**config.mk**
```make
export PLATFORM = sky130hd
export DESIGN_NAME = frame_barrier_server_top
export DESIGN_NICKNAME = d
export VERILOG_FILES = /design/src/design/fbs_pkg.sv /design/src/design/fbs_ram.sv /design/src/design/fbs_ctrl.sv /design/src/design/fbs_dp.sv /design/src/design/frame_barrier_server_top.sv
export SDC_FILE = /design/constraint.sdc
export NUM_CORES = 1
export LEC_CHECK = 0
export ABC_AREA = 1
export CAP_MARGIN = 20
export CORE_MARGIN = 4
export CORE_UTILIZATION = 30
export CTS_CLUSTER_DIAMETER = 150
export DETAILED_ROUTE_END_ITERATION = 8
export DONT_BUFFER_PORTS = 1
export PLACE_DENSITY = 0.45
export SYNTH_ARGS = -nofsm -noshare
export SYNTH_HDL_FRONTEND = slang
export SYNTH_SLANG_ARGS = --single-unit
```
**constraint.sdc**
```tcl
create_clock -name i_clk -period 4.22 [get_ports i_clk]
set_clock_uncertainty 0.05 [all_clocks]
set_input_delay 0.633 -clock i_clk [delete_from_list [all_inputs] [get_ports i_clk]]
set_output_delay 0.633 -clock i_clk [all_outputs]
set_load 0.02 [all_outputs]
```
**src/design/fbs_pkg.sv**
```systemverilog
// Shared types and constants for the frame barrier server.
// No dependencies; every other design file but fbs_ram imports this package.
package fbs_pkg;

    localparam int unsigned CFG_IDX_W  = 1;
    localparam int unsigned CFG_DATA_W = 16;

    // Configuration register indexes
    localparam logic [CFG_IDX_W-1:0] CFG_SKIP_SERVER = 1'd0;
    localparam logic [CFG_IDX_W-1:0] CFG_DROP_LIMIT  = 1'd1;

    localparam logic [15:0] DROP_LIMIT_RST = 16'd5000;

    typedef enum logic [1:0] {
        OP_REPORT  = 2'd0,
        OP_TIMEOUT = 2'd1,
        OP_TICK    = 2'd2
    } t_op;

    typedef struct packed {
        logic [1:0]  operation;
        logic [15:0] client_id;
        logic [31:0] reported_frame;
    } t_in_req;

    typedef struct packed {
        logic [31:0] sync_frame_out;
        logic        retransmit_request;
    } t_out_rsp;

    typedef enum logic [1:0] {
        ST_IDLE,
        ST_DECODE,
        ST_SCAN,
        ST_EMIT
    } t_ctl_state;

    // Controller to datapath
    typedef struct packed {
        logic load;
        logic tick;
        logic clear_all;
        logic write_slot;
        logic scan_step;
        logic emit;
    } t_ctl_cmd;

    // Datapath to controller
    typedef struct packed {
        logic [1:0] op;
        logic       id_ok;
        logic       scan_done;
        logic       ready;
        logic       out_free;
    } t_dp_sts;

endpackage

```
**src/design/fbs_ram.sv**
```systemverilog
// Generic single-write, single-read RAM with registered read data.
// No dependencies.
module fbs_ram #(
    parameter int unsigned WIDTH = 32,
    parameter int unsigned DEPTH = 16
) (
    input  logic                                       i_clk,
    input  logic                                       i_we,
    input  logic [((DEPTH > 1) ? $clog2(DEPTH) : 1)-1:0] i_waddr,
    input  logic [WIDTH-1:0]                           i_wdata,
    input  logic [((DEPTH > 1) ? $clog2(DEPTH) : 1)-1:0] i_raddr,
    output logic [WIDTH-1:0]                           o_rdata
);

    logic [WIDTH-1:0] r_mem [DEPTH];
    logic [WIDTH-1:0] r_rdata;

    always_ff @(posedge i_clk) begin
        if (i_we) begin
            r_mem[i_waddr] <= i_wdata;
        end
        r_rdata <= r_mem[i_raddr];
    end

    assign o_rdata = r_rdata;

endmodule

```
**src/design/fbs_ctrl.sv**
```systemverilog
// Sequencing state machine of the frame barrier server.
// Depends on fbs_pkg; drives the datapath through t_ctl_cmd.
module fbs_ctrl import fbs_pkg::*; (
    input  logic     i_clk,
    input  logic     i_rst_n,
    input  logic     i_in_valid,
    output logic     o_in_stall,
    input  t_dp_sts  i_sts,
    output t_ctl_cmd o_cmd
);

    t_ctl_state r_state;
    t_ctl_state n_state;

    always_ff @(posedge i_clk) begin
        if (!i_rst_n) begin
            r_state <= ST_IDLE;
        end else begin
            r_state <= n_state;
        end
    end

    always_comb begin
        n_state = r_state;
        case (r_state)
            ST_IDLE: begin
                if (i_in_valid) n_state = ST_DECODE;
            end
            ST_DECODE: begin
                case (i_sts.op)
                    OP_REPORT:  n_state = i_sts.id_ok ? ST_SCAN : ST_IDLE;
                    OP_TIMEOUT: n_state = ST_EMIT;
                    default:    n_state = ST_IDLE;
                endcase
            end
            ST_SCAN: begin
                if (i_sts.scan_done) n_state = i_sts.ready ? ST_EMIT : ST_IDLE;
            end
            ST_EMIT: begin
                if (i_sts.out_free) n_state = ST_IDLE;
            end
            default: n_state = ST_IDLE;
        endcase
    end

    always_comb begin
        o_cmd      = '0;
        o_in_stall = 1'b1;
        case (r_state)
            ST_IDLE: begin
                o_in_stall = 1'b0;
                o_cmd.load = i_in_valid;
            end
            ST_DECODE: begin
                case (i_sts.op)
                    OP_REPORT:  o_cmd.write_slot = i_sts.id_ok;
                    OP_TIMEOUT: o_cmd.clear_all  = 1'b1;
                    OP_TICK:    o_cmd.tick       = 1'b1;
                    default:    o_cmd            = '0;
                endcase
            end
            ST_SCAN: begin
                o_cmd.scan_step = 1'b1;
            end
            ST_EMIT: begin
                o_cmd.emit = i_sts.out_free;
            end
            default: o_cmd = '0;
        endcase
    end

endmodule

```
**src/design/fbs_dp.sv**
```systemverilog
// Datapath of the frame barrier server: client table, counters, scan, output register.
// Depends on fbs_pkg and fbs_ram.
module fbs_dp import fbs_pkg::*; #(
    parameter int unsigned MAX_CLIENTS = 16,
    parameter int unsigned FRAME_BITS  = 32
) (
    input  logic                  i_clk,
    input  logic                  i_rst_n,
    input  logic                  i_cfg_we,
    input  logic [CFG_IDX_W-1:0]  i_cfg_idx,
    input  logic [CFG_DATA_W-1:0] i_cfg_wdata,
    input  t_in_req               i_in_req,
    input  t_ctl_cmd              i_cmd,
    output t_dp_sts               o_sts,
    output logic                  o_out_valid,
    input  logic                  i_out_stall,
    output t_out_rsp              o_out_rsp
);

    localparam int unsigned IW = (MAX_CLIENTS > 1) ? $clog2(MAX_CLIENTS) : 1;
    localparam int unsigned CW = $clog2(MAX_CLIENTS + 1);

    logic [1:0]             r_op;
    logic [15:0]            r_id;
    logic [31:0]            r_frame;
    logic                   r_skip;
    logic [15:0]            r_drop_limit;
    logic [MAX_CLIENTS-1:0] r_active;
    logic [FRAME_BITS-1:0]  r_sync;
    logic [CW-1:0]          r_seen;
    logic [31:0]            r_elapsed;
    logic [CW-1:0]          r_scan_idx;
    logic                   r_cmp_vld;
    logic [IW-1:0]          r_cmp_idx;
    logic                   r_ready;
    logic                   r_out_vld;
    t_out_rsp               r_out;

    logic [IW-1:0]         slot;
    logic [CW-1:0]         slot_plus1;
    logic                  id_ok;
    logic                  scan_issue;
    logic                  lag;
    logic                  over_limit;
    logic                  advance;
    logic                  out_free;
    logic [FRAME_BITS-1:0] wr_frame;
    logic [FRAME_BITS-1:0] rd_frame;

    assign slot       = r_id[IW-1:0];
    assign slot_plus1 = CW'(slot) + CW'(1);
    assign id_ok      = r_id < 16'(MAX_CLIENTS);
    assign scan_issue = r_scan_idx < r_seen;
    assign lag        = r_cmp_vld && r_active[r_cmp_idx] && (rd_frame != r_sync);
    assign over_limit = r_elapsed > 32'(r_drop_limit);
    // Hold the frame when only the server's own client was ever seen
    assign advance    = !(r_skip && (r_seen == CW'(1)));
    assign out_free   = !r_out_vld || !i_out_stall;
    // A newly joined client starts at the current sync frame
    assign wr_frame   = r_active[slot] ? FRAME_BITS'(r_frame) : r_sync;

    fbs_ram #(
        .WIDTH (FRAME_BITS),
        .DEPTH (MAX_CLIENTS)
    ) u_frame_ram (
        .i_clk   (i_clk),
        .i_we    (i_cmd.write_slot),
        .i_waddr (slot),
        .i_wdata (wr_frame),
        .i_raddr (r_scan_idx[IW-1:0]),
        .o_rdata (rd_frame)
    );

    // Item and configuration registers
    always_ff @(posedge i_clk) begin
        if (i_cmd.load) begin
            r_op    <= i_in_req.operation;
            r_id    <= i_in_req.client_id;
            r_frame <= i_in_req.reported_frame;
        end
    end

    always_ff @(posedge i_clk) begin
        if (!i_rst_n) begin
            r_skip       <= 1'b0;
            r_drop_limit <= DROP_LIMIT_RST;
        end else if (i_cfg_we) begin
            case (i_cfg_idx)
                CFG_SKIP_SERVER: r_skip       <= i_cfg_wdata[0];
                CFG_DROP_LIMIT:  r_drop_limit <= i_cfg_wdata;
                default:         r_skip       <= r_skip;
            endcase
        end
    end

    // Active flags: set on join, drop laggers past the limit, clear all on timeout
    always_ff @(posedge i_clk) begin
        if (!i_rst_n) begin
            r_active <= '0;
        end else if (i_cmd.clear_all) begin
            r_active <= '0;
        end else begin
            if (i_cmd.write_slot) r_active[slot] <= 1'b1;
            if (lag && over_limit) r_active[r_cmp_idx] <= 1'b0;
        end
    end

    always_ff @(posedge i_clk) begin
        if (!i_rst_n) begin
            r_seen <= CW'(1);
        end else if (i_cmd.write_slot && (slot_plus1 > r_seen)) begin
            r_seen <= slot_plus1;
        end
    end

    always_ff @(posedge i_clk) begin
        if (!i_rst_n) begin
            r_sync    <= FRAME_BITS'(1);
            r_elapsed <= '0;
        end else if (i_cmd.emit && (r_op == OP_REPORT) && advance) begin
            r_sync    <= r_sync + FRAME_BITS'(1);
            r_elapsed <= '0;
        end else if (i_cmd.tick && (r_elapsed != '1)) begin
            r_elapsed <= r_elapsed + 32'd1;
        end
    end

    // Table scan: one read issued per cycle, compared in the cycle after
    always_ff @(posedge i_clk) begin
        if (!i_rst_n) begin
            r_scan_idx <= '0;
            r_cmp_vld  <= 1'b0;
            r_cmp_idx  <= '0;
            r_ready    <= 1'b0;
        end else if (i_cmd.write_slot) begin
            r_scan_idx <= r_skip ? CW'(1) : CW'(0);
            r_cmp_vld  <= 1'b0;
            r_ready    <= 1'b1;
        end else if (i_cmd.scan_step) begin
            r_cmp_vld <= scan_issue;
            if (scan_issue) begin
                r_cmp_idx  <= r_scan_idx[IW-1:0];
                r_scan_idx <= r_scan_idx + CW'(1);
            end
            if (lag) r_ready <= 1'b0;
        end
    end

    always_ff @(posedge i_clk) begin
        if (!i_rst_n) begin
            r_out_vld <= 1'b0;
        end else if (i_cmd.emit) begin
            r_out_vld <= 1'b1;
        end else if (!i_out_stall) begin
            r_out_vld <= 1'b0;
        end
    end

    always_ff @(posedge i_clk) begin
        if (i_cmd.emit) begin
            r_out.sync_frame_out     <= 32'(r_sync);
            r_out.retransmit_request <= (r_op == OP_TIMEOUT);
        end
    end

    assign o_sts.op        = r_op;
    assign o_sts.id_ok     = id_ok;
    assign o_sts.scan_done = !scan_issue && !r_cmp_vld;
    assign o_sts.ready     = r_ready;
    assign o_sts.out_free  = out_free;
    assign o_out_valid     = r_out_vld;
    assign o_out_rsp       = r_out;

    a_sync_moves_on_release: assert property (@(posedge i_clk)
        $past(i_rst_n) && i_rst_n && !$stable(r_sync)
            |-> $past(i_cmd.emit) && ($past(r_op) == OP_REPORT))
        else $error("sync frame changed without a release");

    a_cmp_follows_scan: assert property (@(posedge i_clk) disable iff (!i_rst_n)
        $past(i_rst_n) && r_cmp_vld |-> $past(i_cmd.scan_step))
        else $error("compare stage valid outside a scan");

endmodule

```
**src/design/frame_barrier_server_top.sv**
```systemverilog
// Top level of the frame barrier server: controller, datapath and client frame RAM.
// Depends on fbs_pkg, fbs_ctrl, fbs_dp and fbs_ram.
//
// Frame barrier server. Each request carries an operation: a client frame report,
// a receive timeout or a single time tick. A report from an inactive client makes
// it active at the current sync frame; from an active client it records the
// reported frame. The client table is then scanned one slot per cycle through
// the frame RAM's single read port: active clients not at the sync frame hold
// the release, and are dropped once more than drop_limit ticks have passed since
// the last advance. With nothing holding, one response carries the sync frame
// (retransmit_request low) and the frame advances, unless slot 0 is skipped and
// only that slot was ever seen. A timeout clears every active flag and gives a
// response with retransmit_request high. Reports for ids at or beyond
// MAX_CLIENTS, ticks and the unused operation code give no response. Each
// request is decoded first; a valid report then scans the seen slots (less the
// skipped slot 0) and goes on to emit only when nothing holds, and a timeout
// goes from decode straight to emit. A new request is taken while a finished
// response still waits in the output register; a second response waits until
// that one is taken. Write configuration only while the block is idle.
module frame_barrier_server_top import fbs_pkg::*; #(
    parameter int unsigned MAX_CLIENTS = 16,
    parameter int unsigned FRAME_BITS  = 32
) (
    input  logic                  i_clk,
    input  logic                  i_rst_n,
    input  logic                  i_cfg_we,
    input  logic [CFG_IDX_W-1:0]  i_cfg_idx,
    input  logic [CFG_DATA_W-1:0] i_cfg_wdata,
    input  logic                  i_in_valid,
    output logic                  o_in_stall,
    input  t_in_req               i_in_req,
    output logic                  o_out_valid,
    input  logic                  i_out_stall,
    output t_out_rsp              o_out_rsp
);

    t_ctl_cmd cmd;
    t_dp_sts  sts;

    // Sequencer: decode the request, run the scan, release the response
    fbs_ctrl u_ctrl (
        .i_clk      (i_clk),
        .i_rst_n    (i_rst_n),
        .i_in_valid (i_in_valid),
        .o_in_stall (o_in_stall),
        .i_sts      (sts),
        .o_cmd      (cmd)
    );

    // Client table, sync frame, tick counter and output register
    fbs_dp #(
        .MAX_CLIENTS (MAX_CLIENTS),
        .FRAME_BITS  (FRAME_BITS)
    ) u_dp (
        .i_clk       (i_clk),
        .i_rst_n     (i_rst_n),
        .i_cfg_we    (i_cfg_we),
        .i_cfg_idx   (i_cfg_idx),
        .i_cfg_wdata (i_cfg_wdata),
        .i_in_req    (i_in_req),
        .i_cmd       (cmd),
        .o_sts       (sts),
        .o_out_valid (o_out_valid),
        .i_out_stall (i_out_stall),
        .o_out_rsp   (o_out_rsp)
    );

    // An accepted request always makes the block busy in the following cycle
    a_busy_after_accept: assert property (@(posedge i_clk) disable iff (!i_rst_n)
        i_in_valid && !o_in_stall |=> o_in_stall)
        else $error("request accepted without leaving idle");

    // Never overwrite a response that is still held by the receiver
    a_no_overwrite: assert property (@(posedge i_clk) disable iff (!i_rst_n)
        cmd.emit |-> !(o_out_valid && i_out_stall))
        else $error("response loaded over a stalled response");

endmodule
```
==> impl_metrics.toml <==
[outcome]
status = "finished clean"

[floorplanning]
ios = 107
core-area_um2 = 102000
die_w_um = 330
dieArea_um2 = 109000
start_util_pct = 30.4
fp.dieH_um = 330
rows = 117

[route]
via_per_inst = 4.96
final_antenna_net_count = 0
wl_um = 92200
dr.pass1.iters = 7
vias = 21122
route.detailed.drc = 0
wire_per_inst_um = 21.6
drt_iter0_drc = 1586

[clock_tree]
cts_tree = "built"
cts_root_buf = "clkbuf_16"
clock_path_buffers = 3
htreeDepth = 3
clock_sinks = 743
clkLatencyLatePin_ns = 0.64
path_clk_slew_ns = 0.06
cts_made_buffers = 80

[finish]
multi_input_area_um2 = 9000
drive_above_1_share_pct = 7.92
area.sequential_um2 = 20800
fill_cells = 10109
nNetsFinal = 2929
area_growth_pct = 15.1

[timing]
hold_viol = 0
relSlewSlack_pct = 25.7
hold_ws_ns = 0.0555
rsz0062_at_grt = "false"
period_needed_ns = 3.49
report.final.slew_viol_count = 0
setup_viol = 0
tightest_slew_ns = 1.12
postLayoutSetupSlackWorst_ns = 0.725
fin_crit_sh_pct = 82.8
max_freq_ghz = 0.286
fin_tns_setup_ns = 0

[power]
power.density_nw_per_um2 = 460
internal-power_uw = 12700
switchingPower_uw = 3730
power.share.sequential_pct = 50.5
p_leak_uw = 0.0119
ir_worst_vdd_uv = 297
pwr-share-clk_pct = 43.2
power.total_uw = 16400
switching_share_pct = 22.7
combPwrFrac_pct = 6.3

[setup_path]
worst-setup-path-type = "flip-flop to flip-flop"
crit_fanout = 37
worstPathRequired_ns = 4.44
critPathLaunchType = "flip-flop"
worstSetupEndpointType = "flip-flop"
crit_arrival_ns = 3.72

[worst_hold_path]
hp-class = "input port to flip-flop"

[synth]
synth_area_per_cell_um2 = 11.2
synthesis.nets = 2891
ys.flop_type = "edfxtp_1"
synth_edf_count = 595
ys_async_sr_fraction_pct = 0
syn-instance-count = 2787
synth_seq_cells = 743
seq_area_frac_synth_pct = 67.0
netlist_area_um2 = 31100
synth_warnings = 0
yosysUniqueCellTypes = 48

[placed_design]
dp_hpwl_um = 55600
place_ws_ns = 0.721
gp_congestion = 0.862
numPortBuffers = 0

[global_route]
grt_util_met2_pct = 28.0
grt_overflow = 0
grtUsageTotal_pct = 16.5
grt_max_degree = 193
grt_pass1_wl_um = 134000
grt_pass1_vias = 20307
top_usage_layer = "met2"
met1_usage_pct = 22.3
antenna_found_initial = 1
gr-usage-met3_pct = 2.64

[flow_run]
maxCapViolCount = 0
synth_stat cells (all sizes together) (38+ instances only):
cell type / count / share of area [%]
a21oi: 138 / 2.3
buf: 57 / 1.1
clkbuf: 77 / 0.95
dfxtp: 148 / 9.5
edfxtp: 595 / 57
inv: 193 / 2.3
nand2: 403 / 4.9
nand3: 85 / 1.4
nand4: 41 / 0.83
nor2: 506 / 6.2
nor3: 48 / 0.87
o211ai: 38 / 0.92
o21ai: 184 / 3.0
o32ai: 96 / 2.7
per-stage QoR:
step	utilization [%]	area, um^2	std cells
6_report	34.9	35800	4262
5_1_grt	34.9	35800	4262
4_1_cts	34.9	35700	4249
3_5_place_dp	31.9	32700	4064
3_3_place_gp	31.9	32700	4064
2_1_floorplan	-	31100	2787
final cells by class:
| class | instances | share of cell area (%) |
|---|---|---|
| tap | 1368 | 4.79 |
| antenna | 1 | 0.00700 |
| clock inverter | 43 | 1.42 |
| clock buffer | 107 | 5.99 |
| inverter | 195 | 2.06 |
| multi-input combinational | 1715 | 25.2 |
| timing repair buffer | 90 | 2.27 |
| sequential | 743 | 58.3 |
worst max-delay path: stages, from the launching register on:
cell and delay [ns]:
edfxtp_1 0.63, inv_2 0.17, o21ai_0 0.26, a21oi_1 0.09
or2_1 0.29, nor2_4 0.42, buf_12 0.28, nor2_1 0.07
a21oi_1 0.85
final timing paths:
check | startpoint | slack (ns) | end | cells past startpoint
worst min-delay path | i_in_req[22] | 0.06 | u_dp.r_frame[22] | 0
worst max register to register | u_dp.r_id[0] | 0.73 | u_dp.u_frame_ram.r_mem[2][1] | 8
worst min register to register | u_dp.r_drop_limit[13] | 0.41 | u_dp.r_drop_limit[13] | 2
worst max-delay path | u_dp.r_id[0] | 0.73 | u_dp.u_frame_ram.r_mem[2][1] | 8
registers in the layout, indices dropped and copies added (netlist names), 2 cells and up:
name,flops
u_ctrl.r_state,2
u_dp.o_out_rsp,33
u_dp.r_active,16
u_dp.r_cmp_idx,4
u_dp.r_drop_limit,16
u_dp.r_elapsed,32
u_dp.r_frame,32
u_dp.r_id,16
u_dp.r_op,2
u_dp.r_scan_idx,5
u_dp.r_seen,5
u_dp.r_sync,32
u_dp.u_frame_ram.o_rdata,32
u_dp.u_frame_ram.r_mem,512
power groups by stage:
stage | Clock [uW] | Combinational [uW] | Sequential, uW
final | 7100 | 1040 | 8300
after global routing | 7590 | 1160 | 8310
after global placement | 0 | 943 | 8460
after detailed placement | 0 | 986 | 8460
after floorplan | 0 | 713 | 8390
after CTS | 7300 | 1020 | 8310
layout by cell type (no fill, tap or decap), types with 5 or more instances in the layout:
cell | Yosys | final
o32ai_1 | 96 | 96
o221ai_1 | 32 | 32
ha_1 | 32 | 32
xor2_1 | 25 | 25
a21oi_2 | 8 | 8
nand2_1 | 397 | 397
nand4_1 | 41 | 41
edfxtp_1 | 595 | 595
nand3b_1 | 5 | 5
inv_6 | 0 | 6
clkbuf_1 | 75 | 23
o21ai_0 | 183 | 183
dfxtp_1 | 148 | 145
clkinv_1 | 2 | 15
nand2_2 | 5 | 5
buf_4 | 16 | 51
clkinv_2 | 0 | 11
inv_1 | 188 | 187
a21oi_1 | 130 | 130
o211ai_1 | 38 | 38
bufinv_16 | 0 | 10
clkbuf_16 | 0 | 80
nand3_1 | 84 | 84
nor2_4 | 3 | 21
dlygate4sd3_1 | 0 | 35
nor2_2 | 6 | 6
nor4_1 | 5 | 5
nor2_1 | 497 | 479
xnor2_1 | 26 | 26
nor3_1 | 43 | 43
mux2i_1 | 32 | 32
timing repair:
item                      4_1_cts  5_1_grt
hold endpoints to repair       35        0
hold buffers                   35        0
buffers inserted                0        0
resized for setup               0        0
layer usage:
metal  routed length, um  vias up
met5                   0        -
met4                1370        0
met3                4770       90
met2               44400      523
met1               41600    10583
li1                    -     9926
logic make-up after synthesis:
group | after synthesis | share of synthesized area (%)
compound gates | 497 | 10.1
xor+xnor | 51 | 1.44
fa+ha+maj | 32 | 1.29
buf+inv | 329 | 4.43
flops | 743 | 67.0
mux | 32 | 1.03
simple gates | 1103 | 14.7
Note: power is estimated with default switching activity, not from simulation.
